`config.mk`:
```
export PLATFORM = sky130hd
export DESIGN_NAME = double_knockout_payoff_average_flat
export DESIGN_NICKNAME = d
export VERILOG_FILES = /design/src/rtl/dkop_pkg.sv /design/src/rtl/dkop_ifs.sv /design/src/rtl/dkop_front.sv /design/src/rtl/dkop_fifo.sv /design/src/rtl/dkop_div.sv /design/src/rtl/dkop_back.sv /design/src/rtl/double_knockout_payoff_average.sv /design/src/flat_wrapper.sv
export SDC_FILE = /design/constraint.sdc
export NUM_CORES = 1
export LEC_CHECK = 0
export ABC_CLOCK_PERIOD_IN_PS = 12700
export BUFFER_PORTS_ARGS = -buffer_cell sky130_fd_sc_hd__buf_4
export CAP_MARGIN = 20
export CORE_MARGIN = 2
export CORE_UTILIZATION = 60
export CTS_BUF_LIST = sky130_fd_sc_hd__clkbuf_2
export CTS_CLUSTER_SIZE = 20
export DETAILED_ROUTE_END_ITERATION = 10
export PLACE_DENSITY = 0.75
export SYNTH_ARGS = -nofsm -noshare
export SYNTH_HDL_FRONTEND = slang
export SYNTH_HIERARCHICAL = 1
export SYNTH_SLANG_ARGS = --single-unit
export TNS_END_PERCENT = 100
```
`constraint.sdc`:
```
create_clock -name clk -period 12.7 [get_ports clk]
set_input_delay 3.81 -clock clk [delete_from_list [all_inputs] [get_ports clk]]
set_output_delay 3.81 -clock clk [all_outputs]
set_load 0.01 [all_outputs]
```
`src/rtl/dkop_pkg.sv`:
```
// Shared types, widths, register codes and reset values for the double
// knock-out barrier payoff averager. No dependencies.
`default_nettype none

package dkop_pkg;

    localparam int PRICE_BITS      = 32;
    localparam int PATH_COUNT_BITS = 20;
    localparam int STEP_BITS       = 16;
    localparam int SUM_BITS        = PRICE_BITS + PATH_COUNT_BITS;
    localparam int CFG_DATA_BITS   = 32;
    localparam int CFG_IDX_BITS    = 3;

    localparam int QUEUE_DEPTH = 4;
    localparam int QPTR_BITS   = $clog2(QUEUE_DEPTH);

    localparam int DIV_CNT_BITS = $clog2(SUM_BITS + 1);

    localparam logic [PRICE_BITS-1:0]      LOWER_RESET  = PRICE_BITS'(5242880);
    localparam logic [PRICE_BITS-1:0]      UPPER_RESET  = PRICE_BITS'(9830400);
    localparam logic [PRICE_BITS-1:0]      STRIKE_RESET = PRICE_BITS'(6684672);
    localparam logic [STEP_BITS-1:0]       STEPS_RESET  = STEP_BITS'(400);
    localparam logic [PATH_COUNT_BITS-1:0] PATHS_RESET  = PATH_COUNT_BITS'(10000);

    typedef enum logic [CFG_IDX_BITS-1:0] {
        REG_LOWER_BARRIER   = 3'd0,
        REG_UPPER_BARRIER   = 3'd1,
        REG_STRIKE_PRICE    = 3'd2,
        REG_STEPS_PER_PATH  = 3'd3,
        REG_PATHS_PER_BATCH = 3'd4,
        REG_OPTION_KIND     = 3'd5
    } reg_index_t;

    typedef enum logic {
        KIND_CALL = 1'b0,
        KIND_PUT  = 1'b1
    } option_kind_t;

    typedef struct packed {
        logic [PRICE_BITS-1:0]      lower_barrier;
        logic [PRICE_BITS-1:0]      upper_barrier;
        logic [PRICE_BITS-1:0]      strike_price;
        logic [STEP_BITS-1:0]       steps_per_path;
        logic [PATH_COUNT_BITS-1:0] paths_per_batch;
        option_kind_t               option_kind;
    } cfg_t;

    // One finished path on its way from the front end to the back end.
    typedef struct packed {
        logic                  knocked;
        logic [PRICE_BITS-1:0] last;
    } path_rec_t;

    typedef struct packed {
        logic                       start;
        logic [SUM_BITS-1:0]        dividend;
        logic [PATH_COUNT_BITS-1:0] divisor;
    } div_req_t;

    typedef struct packed {
        logic                busy;
        logic [SUM_BITS-1:0] quotient;
    } div_rsp_t;

endpackage

`default_nettype wire

```
`src/rtl/dkop_ifs.sv`:
```
// Valid/ready channel interfaces: configuration writes, price samples and
// path results. Depends on dkop_pkg.
`default_nettype none

interface dkop_cfg_if
    import dkop_pkg::*;
();
    logic                     valid;
    logic                     ready;
    logic [CFG_IDX_BITS-1:0]  index;
    logic [CFG_DATA_BITS-1:0] data;

    modport source (output valid, output index, output data, input ready);
    modport sink (input valid, input index, input data, output ready);
endinterface

interface dkop_smp_if
    import dkop_pkg::*;
();
    logic                  valid;
    logic                  ready;
    logic [PRICE_BITS-1:0] price_sample;

    modport source (output valid, output price_sample, input ready);
    modport sink (input valid, input price_sample, output ready);
endinterface

interface dkop_res_if
    import dkop_pkg::*;
();
    logic                  valid;
    logic                  ready;
    logic [PRICE_BITS-1:0] path_payoff;
    logic                  batch_done;
    logic [PRICE_BITS-1:0] mean_payoff;

    modport source (output valid, output path_payoff, output batch_done,
                    output mean_payoff, input ready);
    modport sink (input valid, input path_payoff, input batch_done,
                  input mean_payoff, output ready);
endinterface

`default_nettype wire

```
`src/rtl/dkop_front.sv`:
```
// Front end: takes price samples, tracks knock-out and last kept price per
// path, pushes one record at each path end. Depends on dkop_pkg, dkop_ifs.
`default_nettype none

module dkop_front
    import dkop_pkg::*;
(
    input  wire logic      clk,
    input  wire logic      rst_n,
    input  wire cfg_t      cfg,
    dkop_smp_if.sink       smp,
    input  wire logic      q_full,
    output logic           q_push,
    output path_rec_t      q_data
);

    logic                  knocked_reg, knocked_next;
    logic [PRICE_BITS-1:0] last_reg, last_next;
    logic [STEP_BITS-1:0]  step_reg, step_next;

    logic                  accept;
    logic                  ko;
    logic [PRICE_BITS-1:0] lp;
    logic [STEP_BITS-1:0]  step_inc;
    logic [STEP_BITS-1:0]  steps;
    logic                  path_end;

    assign smp.ready = !q_full;
    assign accept    = smp.valid && smp.ready;

    always_comb
    begin
        ko = knocked_reg;
        lp = last_reg;
        if (!knocked_reg)
        begin
            if (smp.price_sample > cfg.upper_barrier || smp.price_sample < cfg.lower_barrier)
                ko = 1'b1;
            else
                lp = smp.price_sample;
        end
        steps    = (cfg.steps_per_path == '0) ? STEP_BITS'(1) : cfg.steps_per_path;
        step_inc = step_reg + STEP_BITS'(1);
        path_end = (step_inc == '0) || (step_inc >= steps);

        knocked_next = knocked_reg;
        last_next    = last_reg;
        step_next    = step_reg;
        if (accept)
        begin
            if (path_end)
            begin
                knocked_next = 1'b0;
                last_next    = '0;
                step_next    = '0;
            end
            else
            begin
                knocked_next = ko;
                last_next    = lp;
                step_next    = step_inc;
            end
        end
    end

    assign q_push       = accept && path_end;
    assign q_data.knocked = ko;
    assign q_data.last    = lp;

    always_ff @(posedge clk or negedge rst_n)
    begin
        if (!rst_n)
        begin
            knocked_reg <= 1'b0;
            last_reg    <= '0;
            step_reg    <= '0;
        end
        else
        begin
            knocked_reg <= knocked_next;
            last_reg    <= last_next;
            step_reg    <= step_next;
        end
    end

endmodule

`default_nettype wire

```
`src/rtl/dkop_fifo.sv`:
```
// Short path-record queue between front end and back end.
// Depends on dkop_pkg.
`default_nettype none

module dkop_fifo
    import dkop_pkg::*;
(
    input  wire logic      clk,
    input  wire logic      rst_n,
    input  wire logic      push,
    input  wire path_rec_t wdata,
    input  wire logic      pop,
    output path_rec_t      rdata,
    output logic           full,
    output logic           empty
);

    path_rec_t             mem_reg [QUEUE_DEPTH];
    logic [QPTR_BITS-1:0]  wptr_reg, rptr_reg;
    logic [QPTR_BITS:0]    count_reg, count_next;

    assign full  = (count_reg == (QPTR_BITS+1)'(QUEUE_DEPTH));
    assign empty = (count_reg == '0);
    assign rdata = mem_reg[rptr_reg];

    always_comb
    begin
        count_next = count_reg;
        if (push && !pop)
            count_next = count_reg + (QPTR_BITS+1)'(1);
        else if (pop && !push)
            count_next = count_reg - (QPTR_BITS+1)'(1);
    end

    always_ff @(posedge clk)
    begin
        if (push)
            mem_reg[wptr_reg] <= wdata;
    end

    always_ff @(posedge clk or negedge rst_n)
    begin
        if (!rst_n)
        begin
            wptr_reg  <= '0;
            rptr_reg  <= '0;
            count_reg <= '0;
        end
        else
        begin
            if (push)
                wptr_reg <= wptr_reg + QPTR_BITS'(1);
            if (pop)
                rptr_reg <= rptr_reg + QPTR_BITS'(1);
            count_reg <= count_next;
        end
    end

`ifndef NO_ASSERTIONS
    a_no_overflow: assert property (@(posedge clk) disable iff (!rst_n)
        push |-> (!full || pop))
        else $error("path queue written while full");

    a_no_underflow: assert property (@(posedge clk) disable iff (!rst_n)
        pop |-> !empty)
        else $error("path queue read while empty");

    a_ptr_track: assert property (@(posedge clk) disable iff (!rst_n)
        1'b1 |=> (wptr_reg - rptr_reg) == count_reg[QPTR_BITS-1:0])
        else $error("path queue pointers disagree with fill count");
`endif

endmodule

`default_nettype wire

```
`src/rtl/dkop_div.sv`:
```
// Restoring divider for the batch mean, one quotient bit per cycle.
// Depends on dkop_pkg.
`default_nettype none

module dkop_div
    import dkop_pkg::*;
(
    input  wire logic     clk,
    input  wire logic     rst_n,
    input  wire div_req_t req,
    output div_rsp_t      rsp
);

    logic                       busy_reg;
    logic [DIV_CNT_BITS-1:0]    count_reg;
    logic [PATH_COUNT_BITS-1:0] rem_reg;
    logic [PATH_COUNT_BITS-1:0] divisor_reg;
    logic [SUM_BITS-1:0]        quot_reg;

    logic [PATH_COUNT_BITS:0]   shifted;
    logic [PATH_COUNT_BITS:0]   diff;
    logic                       ge;

    assign shifted = {rem_reg, quot_reg[SUM_BITS-1]};
    assign ge      = shifted >= {1'b0, divisor_reg};
    assign diff    = shifted - {1'b0, divisor_reg};

    assign rsp.busy     = busy_reg;
    assign rsp.quotient = quot_reg;

    always_ff @(posedge clk or negedge rst_n)
    begin
        if (!rst_n)
        begin
            busy_reg  <= 1'b0;
            count_reg <= '0;
        end
        else if (req.start)
        begin
            busy_reg  <= 1'b1;
            count_reg <= DIV_CNT_BITS'(SUM_BITS);
        end
        else if (busy_reg)
        begin
            count_reg <= count_reg - DIV_CNT_BITS'(1);
            if (count_reg == DIV_CNT_BITS'(1))
                busy_reg <= 1'b0;
        end
    end

    always_ff @(posedge clk)
    begin
        if (req.start)
        begin
            rem_reg     <= '0;
            divisor_reg <= req.divisor;
            quot_reg    <= req.dividend;
        end
        else if (busy_reg)
        begin
            // shift in the next dividend bit, subtract when it fits
            rem_reg  <= ge ? diff[PATH_COUNT_BITS-1:0] : shifted[PATH_COUNT_BITS-1:0];
            quot_reg <= {quot_reg[SUM_BITS-2:0], ge};
        end
    end

endmodule

`default_nettype wire

```
`src/rtl/dkop_back.sv`:
```
// Back end: turns path records into payoffs, keeps the batch sum and path
// count, runs the mean division and owns the result register.
// Depends on dkop_pkg, dkop_ifs, dkop_div.
`default_nettype none

module dkop_back
    import dkop_pkg::*;
(
    input  wire logic      clk,
    input  wire logic      rst_n,
    input  wire cfg_t      cfg,
    input  wire logic      q_empty,
    input  wire path_rec_t q_data,
    output logic           q_pop,
    dkop_res_if.source     res
);

    typedef enum logic {
        S_RUN,
        S_DIV
    } state_t;

    state_t                     state_reg, state_next;
    logic [SUM_BITS-1:0]        sum_reg, sum_next;
    logic [PATH_COUNT_BITS-1:0] path_reg, path_next;
    logic [PRICE_BITS-1:0]      held_reg, held_next;
    logic                       out_valid_reg, out_valid_next;
    logic [PRICE_BITS-1:0]      payoff_reg, payoff_next;
    logic                       done_reg, done_next;
    logic [PRICE_BITS-1:0]      mean_reg, mean_next;

    logic                       slot_free;
    logic [PRICE_BITS-1:0]      pay;
    logic [PATH_COUNT_BITS-1:0] paths;
    logic [PATH_COUNT_BITS-1:0] path_inc;
    logic [SUM_BITS-1:0]        sum_inc;
    logic                       batch_end;
    div_req_t                   div_req;
    div_rsp_t                   div_rsp;

    dkop_div u_div (
        .clk   (clk),
        .rst_n (rst_n),
        .req   (div_req),
        .rsp   (div_rsp)
    );

    assign slot_free = !out_valid_reg || res.ready;
    assign q_pop     = (state_reg == S_RUN) && !q_empty && slot_free;

    always_comb
    begin
        if (q_data.knocked)
            pay = '0;
        else if (cfg.option_kind == KIND_CALL)
            pay = (q_data.last > cfg.strike_price) ? q_data.last - cfg.strike_price : '0;
        else
            pay = (cfg.strike_price > q_data.last) ? cfg.strike_price - q_data.last : '0;

        paths     = (cfg.paths_per_batch == '0) ? PATH_COUNT_BITS'(1) : cfg.paths_per_batch;
        path_inc  = path_reg + PATH_COUNT_BITS'(1);
        sum_inc   = sum_reg + SUM_BITS'(pay);
        batch_end = (path_inc == '0) || (path_inc >= paths);

        div_req.start    = 1'b0;
        div_req.dividend = sum_inc;
        div_req.divisor  = paths;

        state_next     = state_reg;
        sum_next       = sum_reg;
        path_next      = path_reg;
        held_next      = held_reg;
        out_valid_next = out_valid_reg && !res.ready;
        payoff_next    = payoff_reg;
        done_next      = done_reg;
        mean_next      = mean_reg;

        case (state_reg)
            S_RUN:
            begin
                if (q_pop)
                begin
                    if (batch_end)
                    begin
                        // hold the payoff until the mean is ready
                        div_req.start = 1'b1;
                        held_next     = pay;
                        sum_next      = '0;
                        path_next     = '0;
                        state_next    = S_DIV;
                    end
                    else
                    begin
                        sum_next       = sum_inc;
                        path_next      = path_inc;
                        out_valid_next = 1'b1;
                        payoff_next    = pay;
                        done_next      = 1'b0;
                        mean_next      = '0;
                    end
                end
            end
            S_DIV:
            begin
                if (!div_rsp.busy && slot_free)
                begin
                    out_valid_next = 1'b1;
                    payoff_next    = held_reg;
                    done_next      = 1'b1;
                    mean_next      = div_rsp.quotient[PRICE_BITS-1:0];
                    state_next     = S_RUN;
                end
            end
            default:
            begin
                state_next = S_RUN;
            end
        endcase
    end

    assign res.valid       = out_valid_reg;
    assign res.path_payoff = payoff_reg;
    assign res.batch_done  = done_reg;
    assign res.mean_payoff = mean_reg;

    always_ff @(posedge clk or negedge rst_n)
    begin
        if (!rst_n)
        begin
            state_reg     <= S_RUN;
            sum_reg       <= '0;
            path_reg      <= '0;
            out_valid_reg <= 1'b0;
            held_reg      <= '0;
            payoff_reg    <= '0;
            done_reg      <= 1'b0;
            mean_reg      <= '0;
        end
        else
        begin
            state_reg     <= state_next;
            sum_reg       <= sum_next;
            path_reg      <= path_next;
            out_valid_reg <= out_valid_next;
            held_reg      <= held_next;
            payoff_reg    <= payoff_next;
            done_reg      <= done_next;
            mean_reg      <= mean_next;
        end
    end

endmodule

`default_nettype wire

```
`src/rtl/double_knockout_payoff_average.sv`:
```
// Top level of the double knock-out barrier payoff averager: configuration
// registers, front end, path queue and back end. Depends on dkop_pkg,
// dkop_ifs, dkop_front, dkop_fifo, dkop_back.
//
// Price samples (unsigned Q16.16) enter on samples, one per cycle unless the
// path queue is full. The front end checks each sample against both barriers
// and counts steps; at each path end it pushes one record into a 4-entry path
// queue. The back end takes one record per cycle while its result register
// is free and no division runs, forms the call or put payoff, adds it to the
// batch sum and presents one beat on results with the path payoff. The path
// that closes a batch also carries the mean, computed by a restoring divider
// that produces one quotient bit per cycle; the back end takes no other
// record while the division runs. The queue stalls samples at batch end only
// if it fills during the division. A stalled result register stalls the back
// end, and a full queue stalls samples. Configuration writes are always
// accepted; write them only while the block is idle. Writes to indexes past
// option_kind are ignored.
`default_nettype none

module double_knockout_payoff_average
    import dkop_pkg::*;
(
    input  wire logic  clk,
    input  wire logic  rst_n,
    dkop_cfg_if.sink   cfg,
    dkop_smp_if.sink   samples,
    dkop_res_if.source results
);

    logic [PRICE_BITS-1:0]      lower_reg;
    logic [PRICE_BITS-1:0]      upper_reg;
    logic [PRICE_BITS-1:0]      strike_reg;
    logic [STEP_BITS-1:0]       steps_reg;
    logic [PATH_COUNT_BITS-1:0] paths_reg;
    option_kind_t               kind_reg;

    cfg_t      cfg_q;
    logic      q_push;
    logic      q_pop;
    logic      q_full;
    logic      q_empty;
    path_rec_t q_wdata;
    path_rec_t q_rdata;

    assign cfg.ready = 1'b1;

    always_ff @(posedge clk or negedge rst_n)
    begin
        if (!rst_n)
        begin
            lower_reg  <= LOWER_RESET;
            upper_reg  <= UPPER_RESET;
            strike_reg <= STRIKE_RESET;
            steps_reg  <= STEPS_RESET;
            paths_reg  <= PATHS_RESET;
            kind_reg   <= KIND_CALL;
        end
        else if (cfg.valid && cfg.ready)
        begin
            case (reg_index_t'(cfg.index))
                REG_LOWER_BARRIER:   lower_reg  <= cfg.data[PRICE_BITS-1:0];
                REG_UPPER_BARRIER:   upper_reg  <= cfg.data[PRICE_BITS-1:0];
                REG_STRIKE_PRICE:    strike_reg <= cfg.data[PRICE_BITS-1:0];
                REG_STEPS_PER_PATH:  steps_reg  <= cfg.data[STEP_BITS-1:0];
                REG_PATHS_PER_BATCH: paths_reg  <= cfg.data[PATH_COUNT_BITS-1:0];
                REG_OPTION_KIND:     kind_reg   <= option_kind_t'(cfg.data[0]);
                default:             ;
            endcase
        end
    end

    assign cfg_q.lower_barrier   = lower_reg;
    assign cfg_q.upper_barrier   = upper_reg;
    assign cfg_q.strike_price    = strike_reg;
    assign cfg_q.steps_per_path  = steps_reg;
    assign cfg_q.paths_per_batch = paths_reg;
    assign cfg_q.option_kind     = kind_reg;

    dkop_front u_front (
        .clk    (clk),
        .rst_n  (rst_n),
        .cfg    (cfg_q),
        .smp    (samples),
        .q_full (q_full),
        .q_push (q_push),
        .q_data (q_wdata)
    );

    dkop_fifo u_fifo (
        .clk   (clk),
        .rst_n (rst_n),
        .push  (q_push),
        .wdata (q_wdata),
        .pop   (q_pop),
        .rdata (q_rdata),
        .full  (q_full),
        .empty (q_empty)
    );

    dkop_back u_back (
        .clk     (clk),
        .rst_n   (rst_n),
        .cfg     (cfg_q),
        .q_empty (q_empty),
        .q_data  (q_rdata),
        .q_pop   (q_pop),
        .res     (results)
    );

endmodule

`default_nettype wire
```
`src/flat_wrapper.sv`:
```
// flat-port wrapper written by rule: the top's interface ports become plain ports
module double_knockout_payoff_average_flat import dkop_pkg::*;
  (clk, rst_n, cfg_valid, cfg_index, cfg_data, cfg_ready, samples_valid, samples_price_sample, samples_ready, results_valid, results_path_payoff, results_batch_done, results_mean_payoff, results_ready);
  dkop_cfg_if cfg_i ();
  dkop_smp_if samples_i ();
  dkop_res_if results_i ();
  input  wire logic clk;
  input  wire logic rst_n;
  input wire logic [$bits(cfg_i.valid)-1:0] cfg_valid;
  input wire logic [$bits(cfg_i.index)-1:0] cfg_index;
  input wire logic [$bits(cfg_i.data)-1:0] cfg_data;
  output wire logic [$bits(cfg_i.ready)-1:0] cfg_ready;
  input wire logic [$bits(samples_i.valid)-1:0] samples_valid;
  input wire logic [$bits(samples_i.price_sample)-1:0] samples_price_sample;
  output wire logic [$bits(samples_i.ready)-1:0] samples_ready;
  output wire logic [$bits(results_i.valid)-1:0] results_valid;
  output wire logic [$bits(results_i.path_payoff)-1:0] results_path_payoff;
  output wire logic [$bits(results_i.batch_done)-1:0] results_batch_done;
  output wire logic [$bits(results_i.mean_payoff)-1:0] results_mean_payoff;
  input wire logic [$bits(results_i.ready)-1:0] results_ready;
  assign cfg_i.valid = cfg_valid;
  assign cfg_i.index = cfg_index;
  assign cfg_i.data = cfg_data;
  assign cfg_ready = cfg_i.ready;
  assign samples_i.valid = samples_valid;
  assign samples_i.price_sample = samples_price_sample;
  assign samples_ready = samples_i.ready;
  assign results_valid = results_i.valid;
  assign results_path_payoff = results_i.path_payoff;
  assign results_batch_done = results_i.batch_done;
  assign results_mean_payoff = results_i.mean_payoff;
  assign results_i.ready = results_ready;
  double_knockout_payoff_average u_core (.clk(clk), .rst_n(rst_n), .cfg(cfg_i), .samples(samples_i), .results(results_i));
endmodule
```
==> run summary, run 1 <==
Synth async-reset ratio: 62.1%
Critical Path Sink Type: register
vias in the first global route: 26064
Rel. slew slack: 19.1%
dominant combinational cell family by area after synthesis: compound AO/OA/AOI/OAI gates
Core ar.: 57400 um^2
Post-Syn Nets: 3542
largest net degree at the start of global routing: 181
fillers: 4517
most common cell after layout, fill and taps aside: dfrtp_1
simple-gate portion of the synthesized area: 10.9%
max-capacitance violation count: 0
H-tree depth: 4
TNS Setup: 0 ns
area fraction of the dominant cell type after synthesis: 25.2%
Synth Area in Compound Gates: 15.7%
unrepaired setup endpoints after global routing: no
Vias: 26210
syn avg cell area: 10.7 um^2
Nets: 3673
initial antenna violation count: 2
fmax: 123 MHz
drt pass-1 iters: 5
Die Area: 59600 um^2
1st-iter DRT viols: 2182
Pleak: 17.1 nW
Seq pwr share: 32.3%
Reg2Reg Depth: 25
critical-path maximum fanout: 35
sequential-to-total area share from yosys stat: 45.5%
count of final setup violators: 0
Post-Place Cells: 3981
Synth Area in Adders: 8.43%
Cell Area, Synth: 34600 um^2
Yosys Warn Count: 6
Gate power share: 52.9%
Hold Vio Cnt, Final: 0
crit path time final: 8.10 ns
CP startpoint: u_core/u_fifo/rptr_reg[0]
clk slew on worst S/H paths: 0.10 ns
first-pass GRT wire length: 143000 um
count of different cell masters after synthesis: 99
Pint: 4.99 mW
VDD IR-drop max: 0.000126 V
Register Area: 15700 um^2
sw frac: 45.2%
clk_skew: 0.118 ns
Crit Path Class: reg2reg
largest buffer count on any clock path: 3
Die Wd: 244 um
RD Place Congestion: 0.943
max reg flops: 132
worst path arrival time: 9.19 ns
post-CTS setup buffer count: 0
Worst-Skew Late Latency: 1.40 ns
RR Endpoint: u_core/u_back/u_div/quot_reg[40]
NetSw: 4.11 mW
final wirelength: 90300 um
CTS resizes: 0
most frequent cells in the layout: 346 x dfrtp_1, 290 x nand2_1, 260 x inv_1
DRC: 0
Mapped Cells: 3240
EDFF count, synth: 204
synth top area cells: dfrtp_1 25%, edfxtp_1 18%, ha_1 8.1%, mux2_2 6.1%, nand2_1 3.1%
Syn-to-layout area delta: 7.92%
status: complete, no violations
CP startpoint kind: register
Clock Power Share: 14.8%
Post-CTS Hold Fix Bufs: 0
Yosys reg bits: 591
Cell Count, Final, Fillers Out: 4268
Top Ports: 140
critical path endpoint: u_core/u_back/u_div/quot_reg[40]
# rows: 88
post-route antenna net violation count: 0
Crit path required time: 13.79 ns
Worst Hold Class: reg2reg
WHS: 0.467 ns
# port buffers: 138
R2R setup slack: 4.60 ns
Yosys top cell by area: dfrtp_1
routed length per instance: 21.1 um
Tcrit/Tclk final: 63.8%
Worst R2R Start: u_core/u_fifo/rptr_reg[0]
GRT Util Overall: 30.5%
GRT overflow: 0
Slew Limit Fails: 0
combined area of the multi-input logic cells: 16900 um^2
# clock sinks: 591
Power Dens Cells: 244 nW/um^2
XOR/XNOR Fraction of Synth Area: 2.96%
die span in y: 244 um
Clock Tree Root: clkbuf_2
CTS tree: built
layout cell share with drive strength beyond 1: 21.5%
initial core utilization: 60.3%
Avg Vias per Cell: 6.14
dpl hpwl: 64500 um
CTS buffer count: 153
mux cell area share after synthesis: 10.7%
Post-synth top flop: dfrtp_1
Least-Margin Pin Slew: 1.20 ns
## logic make-up (layout without fill, tap and decap cells)
logic type                 Yosys count  after routing
AOI/OAI and AO/OA                  805            805
and+or+nand+nor                    758            758
DFF                                591            591
buffers and inverters              452            709
muxes                              287            287
adders and majority gates          230            230
xor gates and xnor gates           116            116
other                                1              7
## power groups by stage
stage | Sequential (mW) | Combinational [mW] | Clock [mW]
after CTS | 2.94 | 4.75 | 1.39
after detailed placement | 2.97 | 4.72 | 0
after global placement | 2.95 | 4.61 | 0
after floorplan | 2.84 | 3.47 | 0
final | 2.94 | 4.81 | 1.35
after global routing | 3.00 | 5.23 | 1.49
## worst min path at each step
stage                                    start                               end  slack [ns]  cells past startpoint
2_1_floorplan       u_core/u_back/held_reg[15]        u_core/u_back/held_reg[15]        0.44                      2
3_3_place_gp        u_core/u_back/held_reg[29]        u_core/u_back/held_reg[29]        0.45                      2
3_5_place_dp        u_core/u_back/held_reg[29]        u_core/u_back/held_reg[29]        0.46                      2
4_1_cts        u_core/u_back/u_div/quot_reg[9]  u_core/u_back/res.mean_payoff[9]        0.45                      2
5_1_grt        u_core/u_back/u_div/quot_reg[9]  u_core/u_back/res.mean_payoff[9]        0.50                      2
6_report       u_core/u_back/u_div/quot_reg[9]  u_core/u_back/res.mean_payoff[9]        0.47                      2
## through the flow
stage / area (um^2) / worst slack, ns / util [%] / total power, mW
2_1_floorplan: 34600 / 5.81 / - / 6.31
3_5_place_dp: 35900 / 4.63 / 62.5 / 7.69
6_report: 37300 / 4.60 / 65.1 / 9.10
3_3_place_gp: 35800 / 4.51 / 62.4 / 7.56
5_1_grt: 37300 / 4.06 / 65.1 / 9.71
4_1_cts: 37300 / 4.67 / 65.1 / 9.07
## final cells by class
class / instances / area share, %
Antenna cell: 6 / 0.0402
Tap cell: 765 / 2.56
Timing Repair Buffer: 166 / 3.49
Multi-Input combinational cell: 2197 / 45.2
Clock inverter: 46 / 0.731
Sequential cell: 591 / 42.1
Inverter: 262 / 2.64
Clock buffer: 235 / 3.15
## worst max-delay path: stages (launching register included)
cell and delay (ns):
dfrtp_2 0.36, buf_4 0.54, mux4_2 0.62, inv_1 0.09, ha_1 0.17, inv_1 0.06
fa_1 0.40, nand3_1 0.11, a21oi_1 0.12, o31ai_1 0.38, o211ai_1 0.33, o21ai_2 0.84
o22ai_1 0.19, o21ai_0 0.36, inv_1 0.10, ha_1 0.45, nand2_1 0.12, nor3_1 0.37
nand2_1 0.16, o221a_2 0.28, o31a_1 0.13, o21ai_0 0.58, a21oi_1 0.40, nor4_1 0.30
xor2_1 0.12, mux2_2 0.28
## synthesized netlist by cell type (all sizes together) (8+ instances only)
cell type / instances
a211oi: 29
a21o: 76
a21oi: 168
a221o: 20
a221oi: 9
a22o: 77
a22oi: 8
a31o: 8
a31oi: 30
and2: 17
and3: 24
buf: 76
clkbuf: 114
dfrtp: 349
dfstp: 18
dfxtp: 20
edfxtp: 204
ha: 225
inv: 262
mux2: 227
mux2i: 27
mux4: 33
nand2: 292
nand2b: 17
nand3: 57
nand4: 54
nor2: 146
nor2b: 16
nor3: 47
nor4: 29
o211ai: 37
o21a: 30
o21ai: 188
o21bai: 19
o22ai: 16
o31a: 8
o31ai: 17
or2: 10
or3: 9
or4: 8
xnor2: 54
xor2: 62
## metal layers
layer | share of wire (%) | GRT usage (%) | vias to the layer above
li1 | - | - | 12156
met1 | 43 | 41.6 | 12970
met2 | 47 | 49.0 | 910
met3 | 6.2 | 5.47 | 174
met4 | 3.0 | 11.7 | 0
met5 | 0 | 0 | -
Note: power is estimated with default switching activity, not from simulation.
==> run 2: changes to the inputs <==
--- a/config.mk
+++ b/config.mk
@@ -5,7 +5,7 @@
 export SDC_FILE = /design/constraint.sdc
 export NUM_CORES = 1
 export LEC_CHECK = 0
-export ABC_CLOCK_PERIOD_IN_PS = 12700
+export ABC_CLOCK_PERIOD_IN_PS = 8150
 export BUFFER_PORTS_ARGS = -buffer_cell sky130_fd_sc_hd__buf_4
 export CAP_MARGIN = 20
 export CORE_MARGIN = 2
==> constraint.sdc (replaced) <==
create_clock -name clk -period 8.15 [get_ports clk]
set_input_delay 2.445 -clock clk [delete_from_list [all_inputs] [get_ports clk]]
set_output_delay 2.445 -clock clk [all_outputs]
set_load 0.01 [all_outputs]
==> run summary, run 2 (synthesis results as in run 1) <==
status: complete, no violations
max-capacitance violation count: 0 (unchanged)
fmax: 132 MHz (+6.6%)
count of final setup violators: 0 (unchanged)
crit path time final: 7.60 ns (-0.499 ns)
vias in the first global route: 26504 (+1.7%)
Worst Hold Class: reg2reg
most common cell after layout, fill and taps aside: dfrtp_1
CTS tree: built
Die Wd: 244 um (unchanged)
largest buffer count on any clock path: 3 (unchanged)
R2R setup slack: 0.55 ns (-4.05 ns)
CP startpoint kind: register
WHS: 0.478 ns (+0.0106 ns)
Tcrit/Tclk final: 93.3% (+29 points)
layout cell share with drive strength beyond 1: 22.0% (+0.53 points)
dpl hpwl: 67900 um (+5.2%)
cells along the critical path: buf_12 > mux4_2 > ha_1 > nand4_1 > nor4_2 > nand4_1 > and3b_1 > o21a_1 > buf_4 > and2_1 > mux2i_1 > nand2_1 > ha_1 > a21o_1 > a21o_1 > a21oi_1 > o21ai_0 > a221oi_1 > o21ai_0 > buf_4 > a21oi_1 > nor3_1 > xor2_1 > mux2_2
Rel. slew slack: 24.1% (+5.0 points)
critical-path maximum fanout: 20 (-43%)
max reg flops: 132 (unchanged)
slowest stage delay, CP: 0.61 ns (-0.23 ns)
Worst-Skew Late Latency: 1.35 ns (-0.05 ns)
Pleak: 17.2 nW (+1.0%)
GRT overflow: 0 (unchanged)
Clock Tree Root: clkbuf_2
Critical Path Sink Type: register
clk slew on worst S/H paths: 0.10 ns (about the same)
initial core utilization: 60.3% (unchanged)
initial antenna violation count: 2 (unchanged)
Die Area: 59600 um^2 (unchanged)
DRC: 0 (unchanged)
Cell Count, Final, Fillers Out: 4302 (+0.80%)
CTS buffer count: 153 (unchanged)
Post-CTS Hold Fix Bufs: 0 (unchanged)
# rows: 88 (unchanged)
final wirelength: 93100 um (+3.1%)
CTS resizes: 0 (unchanged)
Crit path required time: 9.22 ns (-4.57 ns)
H-tree depth: 4 (unchanged)
Vias: 26337 (+0.48%)
Syn-to-layout area delta: 8.87%
# clock sinks: 591 (unchanged)
post-route antenna net violation count: 0 (unchanged)
largest net degree at the start of global routing: 154 (-15%)
Slew Limit Fails: 0 (unchanged)
delay-heaviest family, CP: compound AO/OA/AOI/OAI gates
GR Layer Usage met2: 52.2% (+3.2 points)
1st-iter DRT viols: 2156 (-1.2%)
Avg Vias per Cell: 6.12 (-0.31%)
Hold Vio Cnt, Final: 0 (unchanged)
routed length per instance: 21.6 um (+2.3%)
Crit Path Class: reg2reg
Power Dens Cells: 385 nW/um^2 (+58%)
drt pass-1 iters: 6 (+1)
first-pass GRT wire length: 148000 um (+3.2%)
TNS Setup: 0 ns (unchanged)
clk_skew: 0.103 ns (-0.0150 ns)
GRT Util Overall: 31.8% (+1.2 points)
Top Ports: 140 (unchanged)
Slowest cell on crit path: dfrtp_2
WP buf/inv: 3 (-1)
M1 GR Usage: 43.1% (+1.5 points)
most frequent cells in the layout: 347 x dfrtp_1, 290 x nand2_1, 260 x inv_1
worst path arrival time: 8.67 ns (-0.52 ns)
VDD IR-drop max: 0.000170 V (+35%)
post-CTS setup buffer count: 0 (unchanged)
GRT Max-Usage Layer: met2
fillers: 4558 (+0.91%)
Least-Margin Pin Slew: 1.13 ns (-0.0739 ns)
met3 Use GR: 5.22% (-0.24 points)
Core ar.: 57400 um^2 (unchanged)
# port buffers: 138 (unchanged)
die span in y: 244 um (unchanged)
unrepaired setup endpoints after global routing: no
Post-Place Cells: 4020 (+0.98%)
RD Place Congestion: 0.962 (+2.0%)
Pwr Total: 14.5 mW (+59%)
Nets: 3713 (+1.1%)
run 2: changes by cell type in the layout (fill, tap and decap cells not counted), sizes merged:
cell      delta
diode        -5
clkinv      +10
buf         +40
inv          +2
clkbuf      -18
bufinv       +3
clkinvlp     +2
run 2: report_power, final:
part | leakage [nW] | internal [mW] | switching, mW
Combinational | 9.46 | 3.07 | 4.69
Clock | 1.10 | 0.902 | 1.26
Sequential | 6.69 | 4.00 | 0.566
Total | 17.2 | 7.98 | 6.52
run 2: layer usage:
layer | vias to the layer above | part of all wire, % | wire, um
met3 | 141 | 5.7 | 5280
met2 | 907 | 48 | 45100
li1 | 12219 | - | -
met5 | - | 0 | 0
met4 | 0 | 2.4 | 2220
met1 | 13070 | 43 | 40400
run 2: area by class of cell:
cell class,instances,area (um^2),share of cell area (%)
inverter,262,986,2.62
clock buffer,217,1090,2.88
clock inverter,63,438,1.16
multi-input combinational,2197,16900,44.8
tap,765,957,2.54
sequential,591,15700,41.8
antenna,1,2.50,0.00664
timing repair buffer,206,1580,4.19
run 2: final timing paths:
kind | startpoint | endpoint | cells past startpoint
max in group asynchronous | rst_n | u_core/strike_reg[23] | 2
hold / removal | u_core/u_back/sum_reg[43] | u_core/u_back/sum_reg[43] | 1
hold reg to reg | u_core/u_back/sum_reg[43] | u_core/u_back/sum_reg[43] | 1
setup reg to reg | u_core/u_fifo/rptr_reg[0] | u_core/u_back/u_div/quot_reg[38] | 24
setup / recovery | u_core/u_fifo/rptr_reg[0] | u_core/u_back/u_div/quot_reg[38] | 24
min in group asynchronous | rst_n | u_core/u_back/sum_reg[41] | 1
run 2: per-stage QoR:
step / worst slack [ns] / utilization [%] / instance area, um^2
3_3_place_gp: 0.549 / 63.0 / 36100
3_5_place_dp: 0.613 / 63.0 / 36100
4_1_cts: 0.587 / 65.6 / 37700
2_1_floorplan: 1.82 / - / 34600
6_report: 0.548 / 65.7 / 37700
5_1_grt: 0.0972 / 65.7 / 37700
